===== config.mk =====
export PLATFORM = sky130hd
export DESIGN_NAME = pctd_apb_regs
export DESIGN_NICKNAME = d
export VERILOG_FILES = /design/src/hdl/pctd_pkg.sv /design/src/hdl/pctd_apb_regs.sv
export SDC_FILE = /design/constraint.sdc
export NUM_CORES = 1
export LEC_CHECK = 0
export BUFFER_PORTS_ARGS = -buffer_cell sky130_fd_sc_hd__buf_2
export CORE_MARGIN = 2
export CORE_UTILIZATION = 30
export CTS_CLUSTER_DIAMETER = 150
export DETAILED_ROUTE_END_ITERATION = 7
export PLACE_DENSITY = 0.78
export SKIP_LAST_GASP = 1
export SYNTH_ARGS = -nofsm -noshare
export SYNTH_HDL_FRONTEND = slang
export SYNTH_SLANG_ARGS = --single-unit
export TNS_END_PERCENT = 1

===== constraint.sdc =====
create_clock -name clk_i -period 1 [get_ports clk_i]
set_clock_uncertainty 0.1 [all_clocks]
set_input_delay 0.15 -clock clk_i [delete_from_list [all_inputs] [get_ports clk_i]]
set_output_delay 0.15 -clock clk_i [all_outputs]
set_load 0.005 [all_outputs]

===== src/hdl/pctd_pkg.sv =====
// Shared constants, codes and transfer types for the prefix code table decoder.
package pctd_pkg;

  localparam int TableDepth = 256;
  localparam int MaxCodeLen = 16;

  localparam int IdxW   = $clog2(TableDepth);
  localparam int LimW   = $clog2(TableDepth + 1);
  localparam int PendCw = $clog2(MaxCodeLen + 1);

  localparam int FuncW    = 2;
  localparam int SymW     = 8;
  localparam int LenW     = 5;
  localparam int CodeW    = 16;
  localparam int EntIdxW  = 8;
  localparam int StatusW  = 2;
  localparam int EntriesW = 9;

  localparam int PaddrW = 3;
  localparam int PdataW = 32;

  localparam logic [FuncW-1:0] FuncLoad = 2'd0;
  localparam logic [FuncW-1:0] FuncBit  = 2'd1;
  localparam logic [FuncW-1:0] FuncEnd  = 2'd2;

  localparam logic [StatusW-1:0] StatusOk       = 2'd0;
  localparam logic [StatusW-1:0] StatusOverlong = 2'd1;
  localparam logic [StatusW-1:0] StatusLeftover = 2'd2;

  localparam int RegEntriesInUse = 0;

  typedef struct packed {
    logic [FuncW-1:0]   func;
    logic [EntIdxW-1:0] entry_index;
    logic [SymW-1:0]    entry_symbol;
    logic [LenW-1:0]    entry_length;
    logic [CodeW-1:0]   entry_code;
    logic               bit_value;
  } in_t;

  typedef struct packed {
    logic [SymW-1:0]    symbol;
    logic [StatusW-1:0] status;
  } out_t;

  typedef struct packed {
    logic [SymW-1:0]  symbol;
    logic [LenW-1:0]  length;
    logic [CodeW-1:0] code;
  } slot_t;

endpackage


===== src/hdl/pctd_apb_regs.sv =====
// APB register block holding the count of table entries that are searched.
module pctd_apb_regs (
  input  logic                         clk_i,
  input  logic                         rst_ni,
  input  logic                         psel,
  input  logic                         penable,
  input  logic                         pwrite,
  input  logic [pctd_pkg::PaddrW-1:0]  paddr,
  input  logic [pctd_pkg::PdataW-1:0]  pwdata,
  output logic [pctd_pkg::PdataW-1:0]  prdata,
  output logic                         pready,
  output logic [pctd_pkg::EntriesW-1:0] entries_o
);

  logic [pctd_pkg::EntriesW-1:0] entries_q, entries_d;
  logic                          sel_entries;
  logic                          wr_en;

  // Registers sit on 32-bit words; the word index is the address above bit 1.
  assign sel_entries = (int'(paddr[pctd_pkg::PaddrW-1:2]) == pctd_pkg::RegEntriesInUse);
  assign pready      = 1'b1;
  assign wr_en       = psel && penable && pwrite && pready;

  always_comb begin
    entries_d = entries_q;
    if (wr_en && sel_entries) begin
      entries_d = pwdata[pctd_pkg::EntriesW-1:0];
    end
  end

  always_ff @(posedge clk_i or negedge rst_ni) begin
    if (!rst_ni) begin
      entries_q <= '0;
    end else begin
      entries_q <= entries_d;
    end
  end

  always_comb begin
    prdata = '0;
    if (sel_entries) begin
      prdata = pctd_pkg::PdataW'(entries_q);
    end
  end

  assign entries_o = entries_q;

endmodule


Yosys cells after proc, flatten, opt, wreduce, memory -nomap -nowiden --
Index checks and enable logic that the tools add are counted. W data, S select, Z words.
Storage, ports and cells: flip-flop bits (word level) 9, input port bits 40, output and inout port bits 42, word-level logic and storage cells 6
Cells by class: mux-type cells 1, bitwise operators 1, reduce and logical (&&, ||, !) cells 3
Operators with widths (count):
- $mux W9 | 1
- $logic_and A1 B1 Y1 | 3
- $not A1 Y1 | 1

Depth between registers and ports, before layout --
Gate-level depths: netlist of run 1.
depth after elaboration 3, depth in mapped cells 2, mapped depth without buffers 2

Worst setup path before layout of run 1 --
OpenSTA, ideal clock, no wires.
path type input to register, start input port paddr[2] (netlist bit), end register entries_q, in the netlist entries_o[0], library setup time 0.125 ns, arrival time 0.662 ns, required time 0.775 ns, path slack 0.114 ns, cell stages on the path 2, buffers on the path 0, cells stage by stage nand4b_4 mux2_2
Between the ends: word-level cells in the longest chain between the ends 2
RTL lines:
- start: declaration | line pctd_apb_regs.sv:8 | input logic [pctd_pkg::PaddrW-1:0] paddr,
- $not A1 Y1 | line pctd_apb_regs.sv:20 | assign sel_entries = (int'(paddr[pctd_pkg::PaddrW-1:2]) == pctd_pkg::RegEntriesInUse);
- $logic_and A1 B1 Y1 | line pctd_apb_regs.sv:26 | if (wr_en && sel_entries) begin
- end signal: assignment | line pctd_apb_regs.sv:35 | entries_q <= entries_d;
- end: declaration | line pctd_apb_regs.sv:15 | logic [pctd_pkg::EntriesW-1:0] entries_q, entries_d;
Every way passes these cells. A chain may end at the register's enable or synchronous reset.

Worst setup path in the final report of run 1 --
start register entries_q, in the netlist entries_o[8], end output port prdata[8] (netlist bit)
Between the ends: word-level cells in the longest chain between the ends 1
RTL lines:
- $mux W9 | line pctd_apb_regs.sv:41 | if (sel_entries) begin
- end: declaration | line pctd_apb_regs.sv:10 | output logic [pctd_pkg::PdataW-1:0] prdata,
Every way passes these cells.

==> summary by stage, run 1 <==
Run status
The flow ran to the end, but the final reports show violations. The checks that failed: negative setup slack.

CTS
CTS built an H-tree with a depth of 1. The clock slew at the register clock pins of the worst setup and hold paths is 0.06 ns. The number of sinks handled by clock tree synthesis is 9.

Counting along the longest clock path gives a buffer depth of 2. The master cell of the clock root buffer is clkbuf_4. The worst-skew pair later-pin latency is 0.25 ns.

The total CTS buffers is 3. TritonCTS built the clock tree.

Worst setup path
The top fanout value on the critical path is 3. The arrival time of the worst setup path is 0.94 ns. The startpoint kind of the worst setup timing path is a flop. The signal on the critical path passes through and2b_2, buf_2. Counting both buffers and inverters, the worst setup path holds a total of 1.

The standard cell with the maximum stage delay on the critical path is dfrtp_1. The nature of the critical path endpoint is a primary output. The delay of the slowest cell on the worst path is 0.38 ns.

The required time at the worst-slack endpoint is 0.75 ns. In this design, the largest share of critical-path delay is due to flip-flops. The critical path start-end classification is reg2out.

Detailed routing
The detail route stage leaves a number of antenna-violating nets equal to 0. The final route contains 439 vias. The post-route DRC violation count is 0. Wires add up to 1090 microns. The number of detailed-route iterations in the first pass is 1. Using the TritonRoute via totals, the vias-per-cell ratio works out to 3.60.

The routed length per placed instance is 8.91 microns. The detailed router finished its first iteration with 0 violations.

Timing
Timing would allow up to 0.839 GHz. The number of hold-slack violations in the final timing report is 0. The final max-slew violation count is 0. Setup repair after global routing could not meet its margin everywhere.

The sum of negative setup slack is -2.37 ns. Setup violations remaining at the end of the flow were counted as 18. The smallest clock period supported by the final layout is computed as 1.19 ns. In the post-route analysis, the smallest setup slack over all paths is -0.191 ns. The portion of the clock cycle consumed by the worst path in the final layout is 119%.

Pwr
The net switching power is 0.322 mW. In this run, flip-flops and latches consume 41.5% of the power. Per report_power, the combinational group accounts for 35.3% of the total. The clock power share is 23.2%. The standby leakage power is 0.473 nW. The worst ir drop on vdd is 0.000791 V. The net switching share of the total power is 27.3%.

For this design the ratio of total power to cell area is 1480 nW/um^2. The sum of internal, switching and leakage power is 1.18 mW. Internal power comes to 0.855 mW.

Synth
The area of the mapped netlist is 617 sq um. In this run the mean area of a mapped cell was 11.4 sq um. The gate count of the mapped netlist is 54. Ranked by total cell area, the synthesized netlist is headed by dfrtp_1, buf_4, mux2_2. The Yosys step of the flow raised 0 warnings. The count of unique library cells instantiated by Yosys is 6. The number of storage elements in the synthesis netlist is 9. The part of the Yosys area used for sequential elements is 36.5%. Of all cell types, the one taking the most synthesized area is dfrtp_1. The area share of the largest cell type after synthesis is 36.5%.

Die
In this run the standard cell core region covers 1940 sq um. The effective utilization at floorplan is 31.8%. In this run the horizontal extent of the chip is 49.3 microns. The I/O pin count is 82. In this run the core area contains 16 standard-cell rows. In this run the vertical extent of the chip is 49.3 microns. The die covers 2430 sq um.

Finish
The net count of the finished layout is 136. The area growth from synthesis to layout is 28.8%. The fraction of final layout cells sized beyond drive strength 1 is 63.2%.

The number of antenna diodes in the final layout is 0. The register with the most flip-flops in the layout has 9 of them. The final-layout fill cell count is 197.

GRT
The number of antenna violations at the first check in global routing is 0. For met1 alone, demand over resource in global routing was 8.68%. The met3 routing resource usage after global routing is 1.84%. Entering global routing, the biggest net connects 10 pins. For this run, the total global-route usage over all layers was measured as 9.99%. The wire length of the first global-routing pass is 1850 microns. The routing layer with the top usage in global route is met2. The via count of the first global-routing pass is 439. For met2 alone, demand over resource in global routing was 19.8%.

The total congestion overflow is 0.

Place
The number of port buffers is 32. After legalization and detailed placement, the total HPWL measured 835 microns. At the end of routability-driven placement, the weighted congestion stood at 0.640.

Min path
The class of the worst hold path is in2reg.

Job
Across the run, the number of max-cap violations was 0.
==> synthesized netlist by cell type <==
library cell and number:
buf_4 24, nand4b_4 1, and2b_2 9, mux2_2 9, dfrtp_1 9, conb_1 2
==> area by class of cell <==
cell class	count	area, sq um	area share (%)
well taps	27	33.8	4.25
multi-input cells	43	294	37.0
clock buffers	4	26.3	3.31
flip-flops and latches	9	225	28.3
repair buffers	39	215	27.1
==> stage by stage <==
stage | cell area [sq um] | setup WS [ns] | utilization [%] | cells | hold WS (ns)
after floorplan | 699 | 0.114 | - | 76 | -0.246
after global placement | 721 | -0.0589 | 37.1 | 112 | -0.0938
after detailed placement | 721 | -0.0787 | 37.1 | 112 | -0.0917
after CTS | 795 | -0.202 | 40.9 | 122 | 0.0215
after global routing | 795 | -0.254 | 40.9 | 122 | 0.0133
final | 795 | -0.191 | 40.9 | 122 | 0.0255
==> worst paths after layout <==
| check | from | end | cells after the start | slack [ns] |
|---|---|---|---|---|
| worst max-delay path | entries_o[8]$_DFFE_PN0P_ | prdata[8] | 2 | -0.19 |
| worst min-delay path | pwdata[4] | entries_o[4]$_DFFE_PN0P_ | 2 | 0.03 |
| worst max register to register | entries_o[1]$_DFFE_PN0P_ | entries_o[1]$_DFFE_PN0P_ | 2 | 0.01 |
| worst min register to register | entries_o[2]$_DFFE_PN0P_ | entries_o[2]$_DFFE_PN0P_ | 1 | 0.42 |
| max in group asynchronous | rst_ni | entries_o[4]$_DFFE_PN0P_ | 2 | 0.45 |
| min in group asynchronous | rst_ni | entries_o[3]$_DFFE_PN0P_ | 2 | 0.18 |
==> timing repair <==
item,4_1_cts,5_1_grt
buffers inserted,5,0
resized for setup,0,0
hold endpoints to repair,9,0
hold buffers,1,0
pin swaps,0,0
endpoints found under the setup margin,18,21
==> metal layers <==
layer / part of all wire [%] / up-vias
met2: 57 / 35
li1: - / 205
met4: 0 / 0
met5: 0 / -
met3: 12 / 0
met1: 31 / 199
==> cell usage in the layout, fill, tap and decap left out <==
master         count
mux2_2             9
and2b_2            9
nand4b_4           1
conb_1            24
dlygate4sd3_1      1
buf_2             32
clkbuf_4           3
clkbuf_1           1
dfrtp_1            9
buf_4              6
==> power by group through the flow <==
stage / Combinational, mW / Sequential [mW] / Clock (mW)
final: 0.416 / 0.488 / 0.273
after floorplan: 0.220 / 0.506 / 0
after global placement: 0.332 / 0.496 / 0
after detailed placement: 0.340 / 0.501 / 0
after global routing: 0.459 / 0.503 / 0.307
after CTS: 0.416 / 0.487 / 0.280
==> cell families (layout without fill, tap and decap cells) <==
kind of cell | after synthesis | count (layout) | share of synthesized area [%]
buffers and inverters | 24 | 43 | 29.2
AND/OR/NAND/NOR | 10 | 10 | 16.6
multiplexers | 9 | 9 | 16.4
flip-flops | 9 | 9 | 36.5
other | 2 | 24 | 1.22
Power figures use the tool's default switching activity.
==> run 2, diff against run 1 <==
==> constraint.sdc (replaced) <==
create_clock -name clk_i -period 1 [get_ports clk_i]
set_clock_uncertainty 0.1 [all_clocks]
set_input_delay 0.15 -clock clk_i [delete_from_list [all_inputs] [get_ports clk_i]]
set_output_delay 0.15 -clock clk_i [all_outputs]
set_load 0.01 [all_outputs]
==> summary by stage, run 2 (same netlist as run 1, synthesis figures left out) <==
GRT
The via count of the first global-routing pass is 454. The total congestion overflow is 0. The global-route usage over all layers is 10.1%. The number of antenna violations at the first check in global routing is 0. The first global-routing pass estimated 1860 microns of wire. Entering global routing, the biggest net connects 10 pins.

Worst setup path
The top cell family by delay on the critical path is flip-flops. Counting both buffers and inverters, the worst setup path holds a total of 1. The critical path start-end classification is reg2out. The delay of the slowest cell on the worst path is 0.40 ns.

The critical path goes through and2b_2, buf_6. The top fanout value on the critical path is 3. Among all stages on the critical path, the largest delay is contributed by dfrtp_1.

The required time at the worst-slack endpoint is 0.75 ns. STA classifies the critical path endpoint as a primary output. The arrival time of the worst setup path is 0.97 ns.

Across all register-to-register paths, the minimum setup slack is 0.01 ns. The startpoint kind of the worst setup timing path is a flop.

Timing
The final max-slew violation count is 0. Setup violations remaining at the end of the flow were counted as 18. Of the available clock period, the critical path in the final layout requires 122%. Final hold analysis gives a worst-case slack of 0.0259 ns. Summed over all failing endpoints, the final setup total negative slack is -2.72 ns. The final critical delay including setup and external delays is 1.22 ns. The number of hold-slack violations in the final timing report is 0.

Setup repair after global routing could not meet its margin everywhere. The timing-limited maximum frequency is 0.817 GHz. After layout, the worst setup slack is -0.224 ns.

Job
Max-cap violations in this run came to 0.

Die
Row generation in the floorplan step produced 16 rows. The die boundary width is 49.3 microns. The die area is 2430 sq um. The floorplan step defined a core boundary enclosing 1940 sq um.

The I/O pin count is 82. From bottom edge to top edge, the die measures 49.3 microns. For this configuration, the core starts out at a cell density of 31.8%.

Pwr
Net switching is 31.3% of the power. The clock power share is 21.4%. VDD sags by at most 0.000811 V. The register share of total power is 38.0%. The internal power consumption is 0.881 mW.

The net switching power is 0.402 mW. The combinational fraction of design power is 40.6%. For this design the static power due to leakage is 0.480 nW. In this run the power density over the cells is 1570 nW/um^2. Overall power consumption after layout is estimated at 1.28 mW.

Finish
The repair_antennas step left the layout with diodes totalling 0. For this run, the post-layout net count is 137. Cells with a size suffix above 1 make up 63.5% of the layout. The library cell used most frequently in the layout, excluding fill and tap cells, is buf_2.

After filler insertion, the fill cell instance count of the layout stands at 194. The top cell types in the final layout, fill and taps aside, are buf_2, conb_1, and2b_2, mux2_2, dfrtp_1. The flip-flop count of the largest register, all copies and words added is 9. Relative to the synthesized area, the layout overhead comes to 32.0%.

CTS
The master cell of the clock root buffer is clkbuf_4. Clock tree synthesis inserted a total of 3 buffers. The maximum number of buffers from clock root to sink is 2. TritonCTS built the clock tree. Clock tree synthesis found a total of 9 sinks.

CTS built an H-tree with a depth of 1. The worst-skew pair later-pin latency is 0.25 ns. The clock slew at the register clock pins of the worst setup and hold paths is 0.06 ns.

Run status
The checks that failed: negative setup slack. The flow ran to the end, but the final reports show violations.

Detailed routing
The detailed-route wire length is 1140 microns. Across all layers, the routed design uses 445 vias. Dividing the detail-routed wire length by the instance count gives 9.30 microns. For this run, the detailed router's first-pass iteration total came to 1. The initial detailed-routing violation count is 0.

Once detail routing completed, the nets flagged for antenna violations numbered 0. The post-route DRC violation count is 0. Using the TritonRoute via totals, the vias-per-cell ratio works out to 3.62.

Min path
The class of the worst hold path is in2reg.

Place
The number of port buffers is 32. The final weighted congestion in routability-driven placement is 0.640. Summed over all nets, the half-perimeter wirelength after detailed placement is 835 microns.
-- run 2: cell types whose count changed in the layout (fill, tap and decap cells not counted), sizes merged --
cell  before  now
buf       38   39
-- run 2: worst paths after layout --
check,start,end,cells after the start
max,entries_o[8]$_DFFE_PN0P_,prdata[8],2
min,pwdata[6],entries_o[6]$_DFFE_PN0P_,2
max reg2reg,entries_o[3]$_DFFE_PN0P_,entries_o[3]$_DFFE_PN0P_,2
min reg2reg,entries_o[2]$_DFFE_PN0P_,entries_o[2]$_DFFE_PN0P_,1
max in group asynchronous,rst_ni,entries_o[1]$_DFFE_PN0P_,2
min in group asynchronous,rst_ni,entries_o[8]$_DFFE_PN0P_,2
-- run 2: final cells by class --
class | count | area (sq um) | area share [%]
clock buffers | 4 | 26.3 | 3.23
multi-input cells | 43 | 294 | 36.1
flip-flops and latches | 9 | 225 | 27.6
well taps | 27 | 33.8 | 4.15
repair buffers | 40 | 235 | 28.9
-- run 2: stage by stage --
stage                     instance area, sq um  util [%]  std cells  worst slack, ns
after floorplan                            699         -         76            0.114
after global placement                     721      37.1        112          -0.0589
after detailed placement                   721      37.1        112          -0.0787
after CTS                                  815      41.9        123           -0.211
after global routing                       815      41.9        123           -0.255
final                                      815      41.9        123           -0.224
-- run 2: layer usage --
layer  part of all wire [%]  vias up  GRT usage, %
met5                      0        -             0
met4                      0        0          7.14
met3                     12        0          1.84
met2                     58       35          20.9
met1                     30      202          8.13
li1                       -      208             -
-- run 2: power groups by stage --
stage               Clock, mW  Combinational [mW]  Sequential (mW)
floorplan                   0               0.261            0.537
CTS                     0.280               0.518            0.485
global placement            0               0.405            0.496
detailed placement          0               0.412            0.501
global route            0.303               0.563            0.499
finish                  0.275               0.521            0.487
-- run 2: repair_timing --
action,4_1_cts,5_1_grt
hold buffers,1,0
gates resized for setup,2,0
endpoints found under the hold margin,9,0
setup endpoints to repair,18,21
setup buffers,6,0
pin swaps,0,0
==> run 3, diff against run 2 <==
--- a/config.mk
+++ b/config.mk
@@ -5,9 +5,10 @@
 export SDC_FILE = /design/constraint.sdc
 export NUM_CORES = 1
 export LEC_CHECK = 0
+export ABC_AREA = 1
 export BUFFER_PORTS_ARGS = -buffer_cell sky130_fd_sc_hd__buf_2
-export CORE_MARGIN = 2
-export CORE_UTILIZATION = 30
+export CORE_MARGIN = 1.5
+export CORE_UTILIZATION = 31
 export CTS_CLUSTER_DIAMETER = 150
 export DETAILED_ROUTE_END_ITERATION = 7
 export PLACE_DENSITY = 0.78
==> summary by stage, run 3 <==
Run status
The final reports fail on negative setup slack. The run finished, with violations left.

Synth
Summed over all instances, the cell type with the most area after synthesis is dfrtp_1. The proportion of synthesized flip-flops having asynchronous set or reset is 100%. Synthesis inferred 9 register bits. The per-instance average area after synthesis is 7.52 sq um. The count of unique library cells instantiated by Yosys is 11. The area share of the largest cell type after synthesis is 34.8%.

Yosys attributes the largest share of cell area to dfrtp_1, buf_4, nand2_1. The most used standard cell by instance count after synthesis is buf_4. The gate count of the mapped netlist is 86. During synthesis, Yosys emitted a total of 0 warnings.

The commonest cells after synthesis are buf_4, nand2_1, inv_1. Sequential cells were found to cover 34.8% of the synthesized design area. After synthesis the cells add up to 647 sq um. Yosys mapped a number of flops with a built-in enable equal to 0. The most used flip-flop cell after synthesis is dfrtp_1.

Pwr
The standby leakage power is 0.531 nW. The power density over the cells is 1450 nW/um^2. Across the VDD grid, the largest voltage drop is 0.000486 V.

Timing
The post-route worst setup slack is -0.155 ns. The timing-limited maximum frequency is 0.866 GHz. The smallest clock period supported by the final layout is computed as 1.16 ns. The final max-slew violation count is 0. Setup violations remaining at the end of the flow were counted as 18.

The number of hold-slack violations in the final timing report is 0. After layout, the worst path uses 116% of the clock period. Setup repair after global routing could not meet its margin everywhere.

Worst setup path
Among all stages on the critical path, the largest delay is contributed by dfrtp_1. For this run, the slowest stage of the critical path takes 0.38 ns. The startpoint kind of the worst setup timing path is a flop. The number of cells on the worst reg-to-reg path is 3. In this run the worst path has a maximum fanout of 2. The required time at the worst-slack endpoint is 0.75 ns.

The number of buffer and inverter stages on the critical path is 2. At the worst endpoint, the arrival time is 0.91 ns. The logic depth of the worst setup path including buffers is 2. The top cell family by delay on the critical path is flip-flops. The critical path goes through buf_4, buf_2. STA classifies the critical path endpoint as a primary output. By startpoint and endpoint, the worst setup path is classified as reg2out.

Detailed routing
In the routed design, unresolved DRC markers number 0. The routed length per placed instance is 8.09 microns. The detailed-route wire length is 1210 microns. The number of detailed-route iterations in the first pass is 4. The detailed router placed 560 vias in this run. Dividing the detail-routed via count by the number of cells gives 3.73. The detailed router finished its first iteration with 11 violations.

The number of antenna-violating nets in the routed design is 0.

Place
The standard cell area after detailed placement is 752 sq um. Routability-driven placement finished with a final weighted congestion of 0.723. After legalization and detailed placement, the total HPWL measured 971 microns. Input and output buffers added on the ports amount to 32.

Finish
The final-layout fill cell count is 221. With fillers left out, the area of the finished cells amounts to 803 sq um. The post-layout utilization of the core is 40.9%.

The post-route netlist has 33.3% of its cells at a drive strength greater than 1. The net count of the finished layout is 164. The most common library cell in the layout ignoring fill and taps is buf_2. Leaving out fill and tap cells, the most frequent cells in the layout are buf_2, conb_1, nand2_1. The flip-flop count of the largest register, all copies and words added is 9. The antenna diode instance count is 0. The area growth from synthesis to layout is 24.2%.

CTS
CTS saw 9 sinks. Buffers inserted during clock tree synthesis total 3. After clock tree synthesis, the repair step resized 0 gates. The master cell of the clock root buffer is clkbuf_4. The maximum number of buffers from clock root to sink is 2. The maximum level of the CTS H-tree is 1.

The TritonCTS clock tree is yes. At the later pin of the worst-skew pair, clock insertion delay measures 0.26 ns. The clock slew at the register clock pins of the worst setup and hold paths is 0.06 ns.

Die
In this run the horizontal extent of the chip is 48.7 microns. In this run the count of I/O pins placed on the die edge is 82. The total area inside the core boundary comes to 1960 sq um.

The die area is 2370 sq um. The standard-cell row count is 16. For this configuration, the core starts out at a cell density of 33.0%. The die is 48.7 microns tall.

Min path
The number of cells on the worst hold path is 3. The class of the worst hold path is in2reg.

GRT
The total congestion overflow is 0. The number of antenna violations at the first check in global routing is 0. The wire length of the first global-routing pass is 2020 microns. The maximum number of pins on one net before global-route repair is 11. The via count of the first global-routing pass is 451. The global-route usage over all layers is 11.6%.

Job
The number of maximum-capacitance violations is 0.
## run 3: cell type report
cell class | count | area, sq um | share of cell area (%)
sequential | 9 | 225 | 28.0
tap | 27 | 33.8 | 4.21
inverter | 11 | 41.3 | 5.14
timing repair buffer | 36 | 205 | 25.5
multi-input combinational | 63 | 272 | 33.8
clock buffer | 4 | 26.3 | 3.27
## run 3: cell families (layout without fill, tap and decap cells)
group	after synthesis	count (layout)	synth area share [%]
simple gates	39	39	28.0
buf+inv	36	51	36.0
flops	9	9	34.8
other cells	2	24	1.16
## run 3: final timing paths
kind / start / slack, ns / end
setup reg to reg: entries_o[0]$_DFFE_PN0P_ / 0.17 / entries_o[0]$_DFFE_PN0P_
max in group asynchronous: rst_ni / 0.45 / entries_o[5]$_DFFE_PN0P_
hold / removal: pwdata[6] / 0.01 / entries_o[6]$_DFFE_PN0P_
setup / recovery: entries_o[1]$_DFFE_PN0P_ / -0.16 / entries_o[1]
min in group asynchronous: rst_ni / 0.18 / entries_o[8]$_DFFE_PN0P_
hold reg to reg: entries_o[8]$_DFFE_PN0P_ / 0.39 / entries_o[8]$_DFFE_PN0P_
## run 3: metrics by stage
step                      TNS, ns  hold slack [ns]  worst slack [ns]  cells  power [mW]
after floorplan                 0           -0.246             0.155    108       0.772
after global placement          0          -0.0960            0.0544    143       0.858
after detailed placement        0          -0.0944            0.0246    143       0.869
after CTS                   -1.85           0.0106            -0.158    148        1.16
after global routing        -2.83          0.00813            -0.251    150        1.27
final                       -1.74           0.0140            -0.155    150        1.17
## run 3: repair_timing
action | CTS | global route
hold endpoints to repair | 9 | 0
setup endpoints to repair | 18 | 18
buffers inserted | 0 | 2
hold buffers | 1 | 0
## run 3: tightest hold or removal path, delay by kind of cell
family | cells | cell delay, ns
AND/OR/NAND/NOR | 2 | 0.12
buffers and inverters | 1 | 0.07
## run 3: power breakdown
group | internal [mW] | switching [mW] | leakage [nW]
combinational | 0.167 | 0.234 | 0.403
sequential | 0.433 | 0.0486 | 0.113
clock | 0.154 | 0.131 | 0.0150
total | 0.754 | 0.414 | 0.531
## run 3: layer usage
layer	track usage [%]	vias up	wire length, microns
li1	-	279	-
met3	5.56	2	110
met4	5.71	0	17
met5	0	-	0
met2	19.6	34	586
met1	11.8	245	500
